--- config.mk ---
export PLATFORM = sky130hd
export DESIGN_NAME = csbw_ctrl
export DESIGN_NICKNAME = d
export VERILOG_FILES = /design/src/rtl/csbw_pkg.sv /design/src/rtl/csbw_ctrl.sv
export VERILOG_INCLUDE_DIRS = /design/src /design/src/rtl
export SDC_FILE = /design/constraint.sdc
export NUM_CORES = 1
export LEC_CHECK = 0
export ABC_CLOCK_PERIOD_IN_PS = 1100
export BUFFER_PORTS_ARGS = -buffer_cell sky130_fd_sc_hd__buf_4
export CAP_MARGIN = 10
export CORE_AREA = 2 2 39 41
export DETAILED_ROUTE_END_ITERATION = 10
export DIE_AREA = 0 0 41 43
export PLACE_DENSITY_LB_ADDON = 0.15
export SLEW_MARGIN = 40
export SYNTH_ARGS = -nofsm -noshare
export SYNTH_HDL_FRONTEND = slang
export SYNTH_SLANG_ARGS = --single-unit
--- constraint.sdc ---
create_clock -name clk -period 1.1 [get_ports clk]
set_input_delay 0.165 -clock clk [delete_from_list [all_inputs] [get_ports clk]]
set_output_delay 0.165 -clock clk [all_outputs]
set_load 0.05 [all_outputs]
--- src/rtl/assert_macros.svh ---
// Assertion macros for the semaphore unit's RTL.
// No dependencies; compiled away when SYNTHESIS is defined.
`ifndef ASSERT_MACROS_SVH
`define ASSERT_MACROS_SVH
`ifndef SYNTHESIS
// Same-cycle implication.
`define CSBW_ASSERT_IMP(label, clk, rst_n, ante, cons) \
    label: assert property (@(posedge clk) disable iff (!rst_n) (ante) |-> (cons)) \
        else $error("csbw: same-cycle check failed");
// Next-cycle implication.
`define CSBW_ASSERT_NXT(label, clk, rst_n, ante, cons) \
    label: assert property (@(posedge clk) disable iff (!rst_n) (ante) |=> (cons)) \
        else $error("csbw: next-cycle check failed");
`else
`define CSBW_ASSERT_IMP(label, clk, rst_n, ante, cons)
`define CSBW_ASSERT_NXT(label, clk, rst_n, ante, cons)
`endif
`endif

--- src/rtl/csbw_pkg.sv ---
// Package for the counting semaphore unit: sizes, codes and shared types.
// No dependencies.
`default_nettype none
package csbw_pkg;

    localparam int MAX_THREADS    = 16;
    localparam int NUM_SEMAPHORES = 8;

    localparam int ACTION_W = 2;
    localparam int SEM_W    = 3;
    localparam int COUNT_W  = 16;
    localparam int THREAD_W = 4;
    localparam int RING_W   = 5;

    localparam logic [RING_W-1:0] RING_RESET = RING_W'(MAX_THREADS);

    typedef enum logic [ACTION_W-1:0] {
        ACT_INIT   = 2'd0,
        ACT_WAIT   = 2'd1,
        ACT_SIGNAL = 2'd2
    } csbw_action_t;

    typedef enum logic [1:0] {
        ST_IDLE,
        ST_CALC,
        ST_COMMIT
    } csbw_state_t;

    // Commands from the controller to the datapath.
    typedef struct packed {
        logic load;     // capture the request word
        logic calc;     // compute new count and waiter match vector
        logic commit;   // search, update state, load result register
    } csbw_cmd_t;

endpackage
`default_nettype wire

--- src/rtl/csbw_ctrl.sv ---
// Controller state machine for the semaphore unit; owns the result valid flag.
// Depends on csbw_pkg and assert_macros.svh.
`default_nettype none
`include "assert_macros.svh"
module csbw_ctrl
    import csbw_pkg::*;
(
    input  wire logic      clk,
    input  wire logic      rst_n,
    input  wire logic      in_valid,
    output logic           in_ready,
    output logic           out_valid,
    input  wire logic      out_ready,
    output csbw_cmd_t      cmd
);

    csbw_state_t state_reg, state_next;
    logic        out_valid_reg, out_valid_next;
    logic        out_free;

    always_ff @(posedge clk or negedge rst_n)
    begin
        if (!rst_n)
        begin
            state_reg     <= ST_IDLE;
            out_valid_reg <= 1'b0;
        end
        else
        begin
            state_reg     <= state_next;
            out_valid_reg <= out_valid_next;
        end
    end

    always_comb
    begin
        out_free   = !out_valid_reg || out_ready;
        state_next = state_reg;
        in_ready   = 1'b0;
        cmd        = '0;
        unique case (state_reg)
            ST_IDLE:
            begin
                in_ready = 1'b1;
                cmd.load = in_valid;
                if (in_valid)
                    state_next = ST_CALC;
            end
            ST_CALC:
            begin
                cmd.calc   = 1'b1;
                state_next = ST_COMMIT;
            end
            ST_COMMIT:
            begin
                // hold until the result register can take the word
                if (out_free)
                begin
                    cmd.commit = 1'b1;
                    in_ready   = 1'b1;
                    cmd.load   = in_valid;
                    state_next = in_valid ? ST_CALC : ST_IDLE;
                end
            end
            default:
            begin
                state_next = ST_IDLE;
            end
        endcase

        if (cmd.commit)
            out_valid_next = 1'b1;
        else if (out_ready)
            out_valid_next = 1'b0;
        else
            out_valid_next = out_valid_reg;
    end

    assign out_valid = out_valid_reg;

    `CSBW_ASSERT_NXT(a_calc_then_commit, clk, rst_n, state_reg == ST_CALC, state_reg == ST_COMMIT)
    `CSBW_ASSERT_NXT(a_commit_sets_valid, clk, rst_n, cmd.commit, out_valid_reg)
    `CSBW_ASSERT_NXT(a_load_starts_calc, clk, rst_n, cmd.load, state_reg == ST_CALC)
    `CSBW_ASSERT_IMP(a_no_overwrite, clk, rst_n, cmd.commit, !out_valid_reg || out_ready)

endmodule
`default_nettype wire

==> impl_metrics.tcl <==
set metrics [dict create \
    io_pins 9 \
    pre_cts_ws_ns 0.02860 \
    rrSetupSlack_ns 0.19 \
    startpoint "state_reg[0]" \
    cp_top_family "flip-flops" \
    power_mw 0.5944 \
    dieArea_um2 1763 \
    ys_types 9 \
    clkSinkCount 3 \
    relSlewSlack_pct 85.54 \
    intPower_mw 0.3767 \
    dp_hpwl_um 307.6 \
    rsz0062_at_grt "true" \
    worstHoldPathCells 3 \
    nets 35 \
    routedWlPerCell_um 8.543 \
    irDropWorstVdd_mv 0.4614 \
    r2r-start "state_reg[1]" \
    htree_levels 1 \
    path_buf_inv 1 \
    diodes 0 \
    slowest_delay_ns 0.40 \
    clk_pin_slew_worst_paths_ns 0.04 \
    fmax_mhz 811.3 \
    crit_fanout 4 \
    hold_ws_ns 0.2067 \
    grt_pass1_vias 190 \
    hold_violations 0 \
    violations "negative setup slack" \
    grt_pass1_wl_um 696 \
    busiest_layer "met2" \
    clock_latency_ns 0.23 \
    endpoint_kind "output pin" \
    ant_nets 0 \
    syn_to_final_growth_pct 130.9 \
    grt_util_met2_pct 8.750 \
    syn-num-nets 20 \
    power.density_nw_per_um2 1673 \
    syn_inst 16 \
    die_w_um 41 \
    worst_pin_slew_ns 0.2170 \
    worstPathArrival_ns 1.07 \
    ys_seq_elements 3 \
    seq_area_frac_synth_pct 48.78 \
    yosys.area.top_type_share_pct 48.78 \
    power_switching_mw 0.2177 \
    place.port_buffers 8 \
    synth_top_area_cell "dfrtp_1" \
    drcViolationCount 0 \
    run_status "complete, but fails checks" \
    initial_core_util_pct 11.12 \
    clockBufferDepth 2 \
    min_period_over_period_pct 112.1 \
    grt_usage_pct 6.338 \
    cts_root_buf "clkbuf_4" \
    power_frac_comb_pct 41.8 \
    grt_overflow 0 \
    die_h_um 43 \
    fin_ws_ns -0.1326 \
    p_leak_nw 0.1601 \
    ff2ff_path_depth 3 \
    avgSynthCellArea_um2 9.619 \
    vias 155 \
    cts_tree "done" \
    antenna_found_initial 0 \
    viasPerCell 3.370 \
    grt_max_degree 6 \
    synth.area.top_cells "dfrtp_1 (49%), nand2b_1 (12%), a21oi_1 (9.8%)" \
    hold_start "in_valid" \
    tns_ns -0.4692 \
    rows 14 \
    crit_required_ns 0.94 \
    met1_usage_pct 6.472 \
    largest_reg_flops 2 \
    gp_congestion 0.6623 \
    drt_pre_antenna_iters 1 \
    power_frac_clock_pct 32.6 \
    core-area_um2 1384 \
    regToRegEndpoint "state_reg[1]" \
    hp-class "input port to flop" \
    drt_iter0_markers 0 \
    critPathLaunchType "flop" \
    cts_buffers 3 \
    drv_slew 0 \
    wirelength_um 393 \
    min_period_ns 1.233 \
    drv_cap 0 \
    yosysWarnings 0 \
    slowest_stage "dfrtp_1" \
    grt_use_met3_pct 3.141 \
    finalSetupViolations 4 \
    crit_chain "nand2b_4 -> a21oi_4 -> buf_6" \
    criticalPathCategory "flop to output pin" \
    p_seq_share_pct 25.6 \
    swShare_pct 36.62 \
    fin_skew_ns 0.001142 \
    min_to "state_reg[0]" \
    syn_area_um2 153.9 \
    layout-drive-gt1-share_pct 76.67 \
]
-- worst max path at each step --
stage	end	slack (ns)	depth (start not counted)
after floorplan	cmd[2]	-0.08	2
after global placement	cmd[2]	0.05	3
after global routing	cmd[0]	-0.18	3
after CTS	cmd[2]	-0.15	3
after detailed placement	cmd[0]	0.03	3
final	cmd[2]	-0.13	3
-- cells in the mapped netlist --
cell      number
a21oi_1        3
nor2b_2        1
dfrtp_1        3
nor2_1         1
o21bai_1       1
buf_4          2
nand2b_1       3
nor2b_1        1
nand2_1        1
-- final cells by class --
cell class	count	area, um^2
Multi-Input combinational cell	11	116.4
Sequential cell	3	77.57
Clock buffer	4	26.28
Timing Repair Buffer	12	115.1
Fill cell	158	1028
Tap cell	16	20.02
-- cells by family (layout without fill, tap and decap cells) --
group	after synthesis	in the layout	synth area share [%]
compound gates	4	4	14.63
flops	3	3	48.78
simple gates	7	7	26.83
buf+inv	2	16	9.753
-- cells in the final DEF, fill, tap and decap left out, drive strengths merged --
master        n
buf          11
nand2         1
nor2b         2
nand2b        3
dfrtp         3
clkbuf        4
o21bai        1
nor2          1
dlygate4sd3   1
a21oi         3
-- routing by layer --
layer / up-vias / wire [um]
met4: 0 / 0
li1: 77 / -
met1: 74 / 154
met3: 0 / 19
met2: 4 / 219
met5: - / 0
-- worst min-delay path, cell delays in order --
cell      delay (ns)
buf_4           0.12
nand2b_4        0.07
a21oi_1         0.04
-- power groups by stage --
stage                     combinational (mW)  sequential (mW)  clock [mW]
final                                  0.249            0.152       0.194
after global routing                   0.264            0.155       0.216
after CTS                              0.245            0.151       0.202
after detailed placement               0.199            0.149           0
after global placement                 0.199            0.148           0
after floorplan                        0.123            0.171           0
-- through the flow --
stage	instances	util [%]	area (um^2)
after floorplan	16	-	186.4
after global placement	40	18.99	262.8
after detailed placement	40	18.99	262.8
after CTS	46	25.05	346.6
after global routing	46	25.68	355.3
final	46	25.68	355.3
-- what timing repair did --
action | 4_1_cts | 5_1_grt
setup endpoints to repair | 4 | 4
endpoints found under the hold margin | 3 | 0
setup buffers | 1 | 0
pin swaps | 0 | 0
resized for setup | 10 | 2
hold buffers | 1 | 0
Power figures use the tool's default switching activity.
