**src/rtl/assert_macros.svh**
```systemverilog
// Assertion macros for the semaphore unit's RTL.
// No dependencies; compiled away when SYNTHESIS is defined.
`ifndef ASSERT_MACROS_SVH
`define ASSERT_MACROS_SVH
`ifndef SYNTHESIS
// Same-cycle implication.
`define CSBW_ASSERT_IMP(label, clk, rst_n, ante, cons) \
    label: assert property (@(posedge clk) disable iff (!rst_n) (ante) |-> (cons)) \
        else $error("csbw: same-cycle check failed");
// Next-cycle implication.
`define CSBW_ASSERT_NXT(label, clk, rst_n, ante, cons) \
    label: assert property (@(posedge clk) disable iff (!rst_n) (ante) |=> (cons)) \
        else $error("csbw: next-cycle check failed");
`else
`define CSBW_ASSERT_IMP(label, clk, rst_n, ante, cons)
`define CSBW_ASSERT_NXT(label, clk, rst_n, ante, cons)
`endif
`endif

```
**src/rtl/csbw_pkg.sv**
```systemverilog
// Package for the counting semaphore unit: sizes, codes and shared types.
// No dependencies.
`default_nettype none
package csbw_pkg;

    localparam int MAX_THREADS    = 16;
    localparam int NUM_SEMAPHORES = 8;

    localparam int ACTION_W = 2;
    localparam int SEM_W    = 3;
    localparam int COUNT_W  = 16;
    localparam int THREAD_W = 4;
    localparam int RING_W   = 5;

    localparam logic [RING_W-1:0] RING_RESET = RING_W'(MAX_THREADS);

    typedef enum logic [ACTION_W-1:0] {
        ACT_INIT   = 2'd0,
        ACT_WAIT   = 2'd1,
        ACT_SIGNAL = 2'd2
    } csbw_action_t;

    typedef enum logic [1:0] {
        ST_IDLE,
        ST_CALC,
        ST_COMMIT
    } csbw_state_t;

    // Commands from the controller to the datapath.
    typedef struct packed {
        logic load;     // capture the request word
        logic calc;     // compute new count and waiter match vector
        logic commit;   // search, update state, load result register
    } csbw_cmd_t;

endpackage
`default_nettype wire

```
**src/rtl/csbw_dp.sv**
```systemverilog
// Datapath for the semaphore unit: counts, blocked marks, ring search, result.
// Depends on csbw_pkg.
`default_nettype none
module csbw_dp
    import csbw_pkg::*;
(
    input  wire logic                       clk,
    input  wire logic                       rst_n,
    input  wire csbw_cmd_t                  cmd,
    input  wire logic [ACTION_W-1:0]        action,
    input  wire logic [SEM_W-1:0]           sem_index,
    input  wire logic signed [COUNT_W-1:0]  init_value,
    input  wire logic [THREAD_W-1:0]        caller_thread,
    input  wire logic                       cfg_we,
    input  wire logic [RING_W-1:0]          cfg_wdata,
    output logic                            must_yield,
    output logic                            woke_valid,
    output logic [THREAD_W-1:0]             woke_thread,
    output logic signed [COUNT_W-1:0]       count_after,
    output logic                            no_waiter
);

    // request word
    logic [ACTION_W-1:0]        action_reg;
    logic [SEM_W-1:0]           sem_reg;
    logic signed [COUNT_W-1:0]  init_reg;
    logic [THREAD_W-1:0]        caller_reg;

    // architectural state
    logic [RING_W-1:0]          ring_reg;
    logic signed [COUNT_W-1:0]  count_reg [NUM_SEMAPHORES];
    logic [MAX_THREADS-1:0]     waiting_reg;
    logic [SEM_W-1:0]           wait_sem_reg [MAX_THREADS];

    // calc stage results
    logic signed [COUNT_W-1:0]  cnt_new_reg, cnt_new_next;
    logic                       in_range_reg, in_range_next;
    logic                       yield_reg, yield_next;
    logic                       search_reg, search_next;
    logic                       caller_in_reg, caller_in_next;
    logic [MAX_THREADS-1:0]     match_reg, match_next;
    logic [RING_W-1:0]          start_reg, start_next;

    // result register
    logic                       must_yield_reg, woke_valid_reg, no_waiter_reg;
    logic [THREAD_W-1:0]        woke_thread_reg;
    logic signed [COUNT_W-1:0]  count_after_reg;

    logic [RING_W-1:0]          ring_n;
    logic signed [COUNT_W-1:0]  cnt_cur;
    logic [MAX_THREADS-1:0]     upper, pick, onehot;
    logic [THREAD_W-1:0]        found_idx;
    logic                       found;

    // clamp ring size into 1..MAX_THREADS
    always_comb
    begin
        if (ring_reg == '0)
            ring_n = RING_W'(1);
        else if (ring_reg > RING_RESET)
            ring_n = RING_RESET;
        else
            ring_n = ring_reg;
    end

    // calc: new count and match vector
    always_comb
    begin
        in_range_next  = int'(sem_reg) < NUM_SEMAPHORES;
        cnt_cur        = count_reg[sem_reg];
        cnt_new_next   = cnt_cur;
        caller_in_next = RING_W'(caller_reg) < ring_n;
        unique case (action_reg)
            ACT_INIT:
                cnt_new_next = init_reg;
            ACT_WAIT:
                if (cnt_cur != {1'b1, {(COUNT_W-1){1'b0}}})
                    cnt_new_next = cnt_cur - COUNT_W'(1);
            ACT_SIGNAL:
                if (cnt_cur != {1'b0, {(COUNT_W-1){1'b1}}})
                    cnt_new_next = cnt_cur + COUNT_W'(1);
            default:
                cnt_new_next = cnt_cur;
        endcase
        yield_next  = (action_reg == ACT_WAIT) && cnt_new_next[COUNT_W-1];
        search_next = (action_reg == ACT_SIGNAL)
                      && (cnt_new_next[COUNT_W-1] || cnt_new_next == '0);
        start_next  = caller_in_next ? RING_W'(caller_reg) + RING_W'(1) : '0;
        for (int i = 0; i < MAX_THREADS; i++)
            match_next[i] = waiting_reg[i] && (wait_sem_reg[i] == sem_reg)
                            && (RING_W'(i) < ring_n);
    end

    // commit: rotating priority pick, lowest index at or after the start first
    always_comb
    begin
        for (int i = 0; i < MAX_THREADS; i++)
            upper[i] = match_reg[i] && (RING_W'(i) >= start_reg);
        pick   = (|upper) ? upper : match_reg;
        onehot = pick & (~pick + MAX_THREADS'(1));
        found  = |match_reg;
        found_idx = '0;
        for (int i = 0; i < MAX_THREADS; i++)
            if (onehot[i])
                found_idx = found_idx | THREAD_W'(i);
    end

    always_ff @(posedge clk or negedge rst_n)
    begin
        if (!rst_n)
        begin
            ring_reg    <= RING_RESET;
            waiting_reg <= '0;
            for (int s = 0; s < NUM_SEMAPHORES; s++)
                count_reg[s] <= '0;
            for (int t = 0; t < MAX_THREADS; t++)
                wait_sem_reg[t] <= '0;
        end
        else
        begin
            if (cfg_we)
                ring_reg <= cfg_wdata;
            if (cmd.commit && in_range_reg)
            begin
                count_reg[sem_reg] <= cnt_new_reg;
                if (yield_reg && caller_in_reg)
                begin
                    waiting_reg[caller_reg]  <= 1'b1;
                    wait_sem_reg[caller_reg] <= sem_reg;
                end
                if (search_reg && found)
                    waiting_reg[found_idx] <= 1'b0;
            end
        end
    end

    always_ff @(posedge clk)
    begin
        if (cmd.load)
        begin
            action_reg <= action;
            sem_reg    <= sem_index;
            init_reg   <= init_value;
            caller_reg <= caller_thread;
        end
        if (cmd.calc)
        begin
            cnt_new_reg   <= cnt_new_next;
            in_range_reg  <= in_range_next;
            yield_reg     <= yield_next;
            search_reg    <= search_next;
            caller_in_reg <= caller_in_next;
            match_reg     <= match_next;
            start_reg     <= start_next;
        end
        if (cmd.commit)
        begin
            must_yield_reg  <= in_range_reg && yield_reg;
            woke_valid_reg  <= in_range_reg && search_reg && found;
            woke_thread_reg <= (in_range_reg && search_reg && found) ? found_idx : '0;
            count_after_reg <= in_range_reg ? cnt_new_reg : '0;
            no_waiter_reg   <= in_range_reg && search_reg && !found;
        end
    end

    assign must_yield  = must_yield_reg;
    assign woke_valid  = woke_valid_reg;
    assign woke_thread = woke_thread_reg;
    assign count_after = count_after_reg;
    assign no_waiter   = no_waiter_reg;

endmodule
`default_nettype wire

```
**config.mk**
```make
export PLATFORM = sky130hd
export DESIGN_NAME = csbw_dp
export DESIGN_NICKNAME = d
export VERILOG_FILES = /design/src/rtl/assert_macros.svh /design/src/rtl/csbw_pkg.sv /design/src/rtl/csbw_dp.sv
export SDC_FILE = /design/constraint.sdc
export NUM_CORES = 1
export LEC_CHECK = 0
export ABC_AREA = 1
export BUFFER_PORTS_ARGS = -buffer_cell sky130_fd_sc_hd__buf_4
export CORE_ASPECT_RATIO = 0.75
export CORE_MARGIN = 4
export CORE_UTILIZATION = 55
export DETAILED_ROUTE_END_ITERATION = 10
export PLACE_DENSITY = 0.81
export SLEW_MARGIN = 20
export SYNTH_ARGS = -nofsm -noshare
export SYNTH_HDL_FRONTEND = slang
export SYNTH_SLANG_ARGS = --single-unit
```
**constraint.sdc**
```tcl
create_clock -name clk -period 4.6 [get_ports clk]
set_clock_uncertainty 0.2 [all_clocks]
set_input_delay 0.92 -clock clk [delete_from_list [all_inputs] [get_ports clk]]
set_output_delay 0.92 -clock clk [all_outputs]
set_load 0.03 [all_outputs]
```
==> key figures <==
Outcome
  – Outcome: finished, final reports clean

Route
  – Vias per std cell: about 5.7
  – Vias: ~13k
  – TritonRoute pass-1 iters: 8
  – WL/cell: 18.4 um
  – Final wirelength: ~43 mm
  – Post-route ant nets: 0
  – Drt first-iter violations: ~1.6k
  – Residual DRC: 0

Synth
  – Flop and latch count out of synthesis: roughly 290
  – Synth warn: 0
  – Most common cell in the netlist: nand2_1
  – Post-synth top cells: 584 x nand2_1, 258 x inv_1, 209 x o21ai_0
  – Ys async rst share: around 70%
  – Ys flop type: dfrtp_1
  – Count of cell types in the netlist: between 40 and 50
  – Sequential area share after synthesis: between 40% and 50%
  – Syn nets: 1,999
  – Post-synthesis area per instance: between 7 and 8 um^2
  – Synthesized area: 15,300 um^2
  – Yosys top cell by area: dfrtp_1
  – Post-synth EDFFs: approximately 90
  – Cell count after synthesis: approximately 2k
  – Leading post-synthesis cells by cell area: dfrtp_1 32%, edfxtp_1 17%, nand2_1 14%
  – Synth top area share: 32.1%

Layout
  – Final core occ: 61.8%
  – Max reg flops: 128
  – Layout Nets: 2,028
  – Layout area overhead: 9.89%
  – Layout cells sized above 1: about a tenth
  – ANT cells: 0
  – Non-Filler Instances: 2,356

Hold path
  – Hold Path Class: in -> async

Critical path
  – CP required: between 4 and 5 ns
  – R2r worst-path depth: 20
  – Cells along the critical path: buf_4 > buf_4 > nand2_1 > nand3_1 > nand2_1 > nor2_2 > nand2_1 > nor2_1 > nand2_1 > nor2_1 > nand2_1 > nand2_1 > nand2_1 > nand2_1 > nand3_1 > nand2_1 > nand2_1 > nor2_1 > nand3_1 > a21oi_1
  – Crit-path leading delay family: simple AND/OR/NAND/NOR gates
  – CP Launch Type: flop
  – CP max stage cell: buf_4
  – R2R Path Start: sem_reg[0]$_DFFE_PP_
  – Worst path most repeated cell: nand2_1
  – Crit end category: flop
  – Critical Path AT: 4.05 ns
  – Crit Path Max Fanout: slightly below 50
  – R2r endpoint: search_reg$_DFFE_PP_
  – CP Class: reg -> reg
  – Reg2reg setup slack: about 0.77 ns
  – Buf+Inv Stages, Crit Path: 2
  – CP max stage delay: between 0.4 and 0.5 ns

Floorplan
  – Die width: 201 um
  – Core area: between 20,000 and 30,000 um^2
  – Num rows: 52
  – Die height: 152 um
  – Top Ports: 59
  – DIE AREA: 30,600 um^2
  – Starting Density: 56.2%

Clocking
  – Post-CTS Hold Buffers: 0
  – Worst skew pair latency: around 0.57 ns
  – Clk buf depth: 3
  – Resized Gates After CTS: 0
  – Post-CTS Setup Inserts: 0
  – Clock root cell: clkbuf_16
  – Clock slew at reported path FFs: 0.07 ns
  – CTS tree: built
  – Total clock sinks: approximately 290
  – Clock H-tree levels: 1
  – CTS Buf Count: 29

Pwr
  – Switch share: 34.7%
  – Flop pwr share: between 40% and 50%
  – Peak supply drop: approximately 0.36 mV
  – Leak pwr: 8.01 nW
  – Clk network pwr share: 28.9%
  – Comb pwr share: between 20 and 30%
  – NetSw: around 2.7 mW
  – PD cells: roughly 460 nW/um^2
  – Internal: about 5 mW

Timing
  – Hold violation count in the final report: 0
  – Hold WS: between 0.2 and 0.3 ns
  – Unrepaired setup endpoints after global routing: false
  – Final Max Slew Viols: 0
  – Final TNS setup: 0 ns
  – Setup-failing EPs final: 0
  – Final worst slack: around 0.77 ns
  – Rel. slew slack: around 22%
  – Fmax: 0.261 GHz
  – Crit path time final: roughly 3.8 ns
  – Final worst path period share: 83.3%
  – Worst Tran Pin Value: 1.16 ns

Placement
  – Placer's final routability congestion estimate: a little under 1
  – Worst slack, placed: a little under 0.9 ns
  – Post-Place Cells: ~2.3k
  – Post-DP HPWL: roughly 30 mm
  – IO Port Bufs: just under 60

Global routing
  – Largest net degree at the start of global routing: just over 100
  – First-pass GRT wire length: 69.2 mm
  – Vias in the first global route: ~12k
  – Initial antenna violation count: 0
  – Total track usage: around 28%
  – Overflow after GRT: 0

Flow run
  – Max cap viols: 0
==> per-layer routing <==
metal	up-vias	GRT usage, %	share of wire (%)
met1	6274	43.3	45
met2	707	40.3	41
met4	2	5.93	2.1
li1	6350	-	-
met5	-	1.24	0.11
met3	76	6.57	12
==> power by group through the flow <==
stage / logic (mW) / clock network [mW] / registers, mW
floorplan: 1.42 / 0 / 3.49
global placement: 1.93 / 0 / 3.54
detailed placement: 1.98 / 0 / 3.56
CTS: 1.99 / 2.28 / 3.52
global route: 2.29 / 2.40 / 3.59
finish: 2.02 / 2.26 / 3.53
==> placed cells by master, fill, tap and decap left out, types with 4 or more instances in the layout <==
master	synthesis	layout
a2111oi_0	4	4
a21oi_1	55	55
buf_4	7	72
clkbuf_1	46	10
clkbuf_16	0	29
clkinv_1	3	7
clkinv_2	0	4
dfrtp_1	196	196
edfxtp_1	88	88
ha_1	10	10
inv_1	258	258
inv_2	5	5
nand2_1	584	578
nand2_2	18	24
nand3_1	138	138
nand3_2	9	9
nand3b_1	7	7
nand4_1	26	26
nor2_1	146	145
nor2_2	12	12
nor2_4	16	17
nor3_1	9	9
nor4_1	5	5
o2111ai_1	7	7
o211ai_1	18	18
o21ai_0	209	209
o22ai_1	12	12
xnor2_1	10	10
xor2_1	12	12
==> cell families after synthesis <==
| kind of cell | Yosys count | synth area share (%) |
|---|---|---|
| buffers and inverters | 344 | 9.32 |
| xor gates and xnor gates | 22 | 1.26 |
| AOI/OAI and AO/OA | 315 | 11.1 |
| DFF | 285 | 49.5 |
| adders and majority gates | 10 | 0.818 |
| and+or+nand+nor | 977 | 28.0 |
==> cell type report <==
class                   count  area [um^2]
well taps                 351          439
repair buffers             74          574
flip-flops and latches    285         7570
clock buffers              41          791
inverters                 268         1010
clock inverters            13          100
multi-input cells        1324         6320
fillers                  2392        10400
==> worst register-to-register path: cells and delay by family (launching register included) <==
| kind | cells | cell delay [ns] |
|---|---|---|
| AND/OR/NAND/NOR | 17 | 2.08 |
| buffers and inverters | 2 | 0.90 |
| flip-flops | 1 | 0.39 |
| AO/OA/AOI/OAI | 1 | 0.13 |
==> stage by stage <==
step,power (mW),area (um^2)
3_5_place_dp,5.54,15900
5_1_grt,8.27,16800
3_3_place_gp,5.47,15900
6_report,7.81,16800
4_1_cts,7.80,16800
2_1_floorplan,4.91,15300
==> worst max-delay path by stage <==
stage | slack [ns] | start | endpoint | cells after the start
2_1_floorplan | 1.68 | sem_reg[2]$_DFFE_PP_ | search_reg$_DFFE_PP_ | 20
3_3_place_gp | 0.84 | sem_reg[0]$_DFFE_PP_ | search_reg$_DFFE_PP_ | 19
3_5_place_dp | 0.87 | sem_reg[0]$_DFFE_PP_ | search_reg$_DFFE_PP_ | 18
4_1_cts | 0.86 | sem_reg[0]$_DFFE_PP_ | search_reg$_DFFE_PP_ | 18
5_1_grt | 0.41 | sem_reg[0]$_DFFE_PP_ | search_reg$_DFFE_PP_ | 18
6_report | 0.77 | sem_reg[0]$_DFFE_PP_ | search_reg$_DFFE_PP_ | 20
Power figures use the tool's default switching activity.
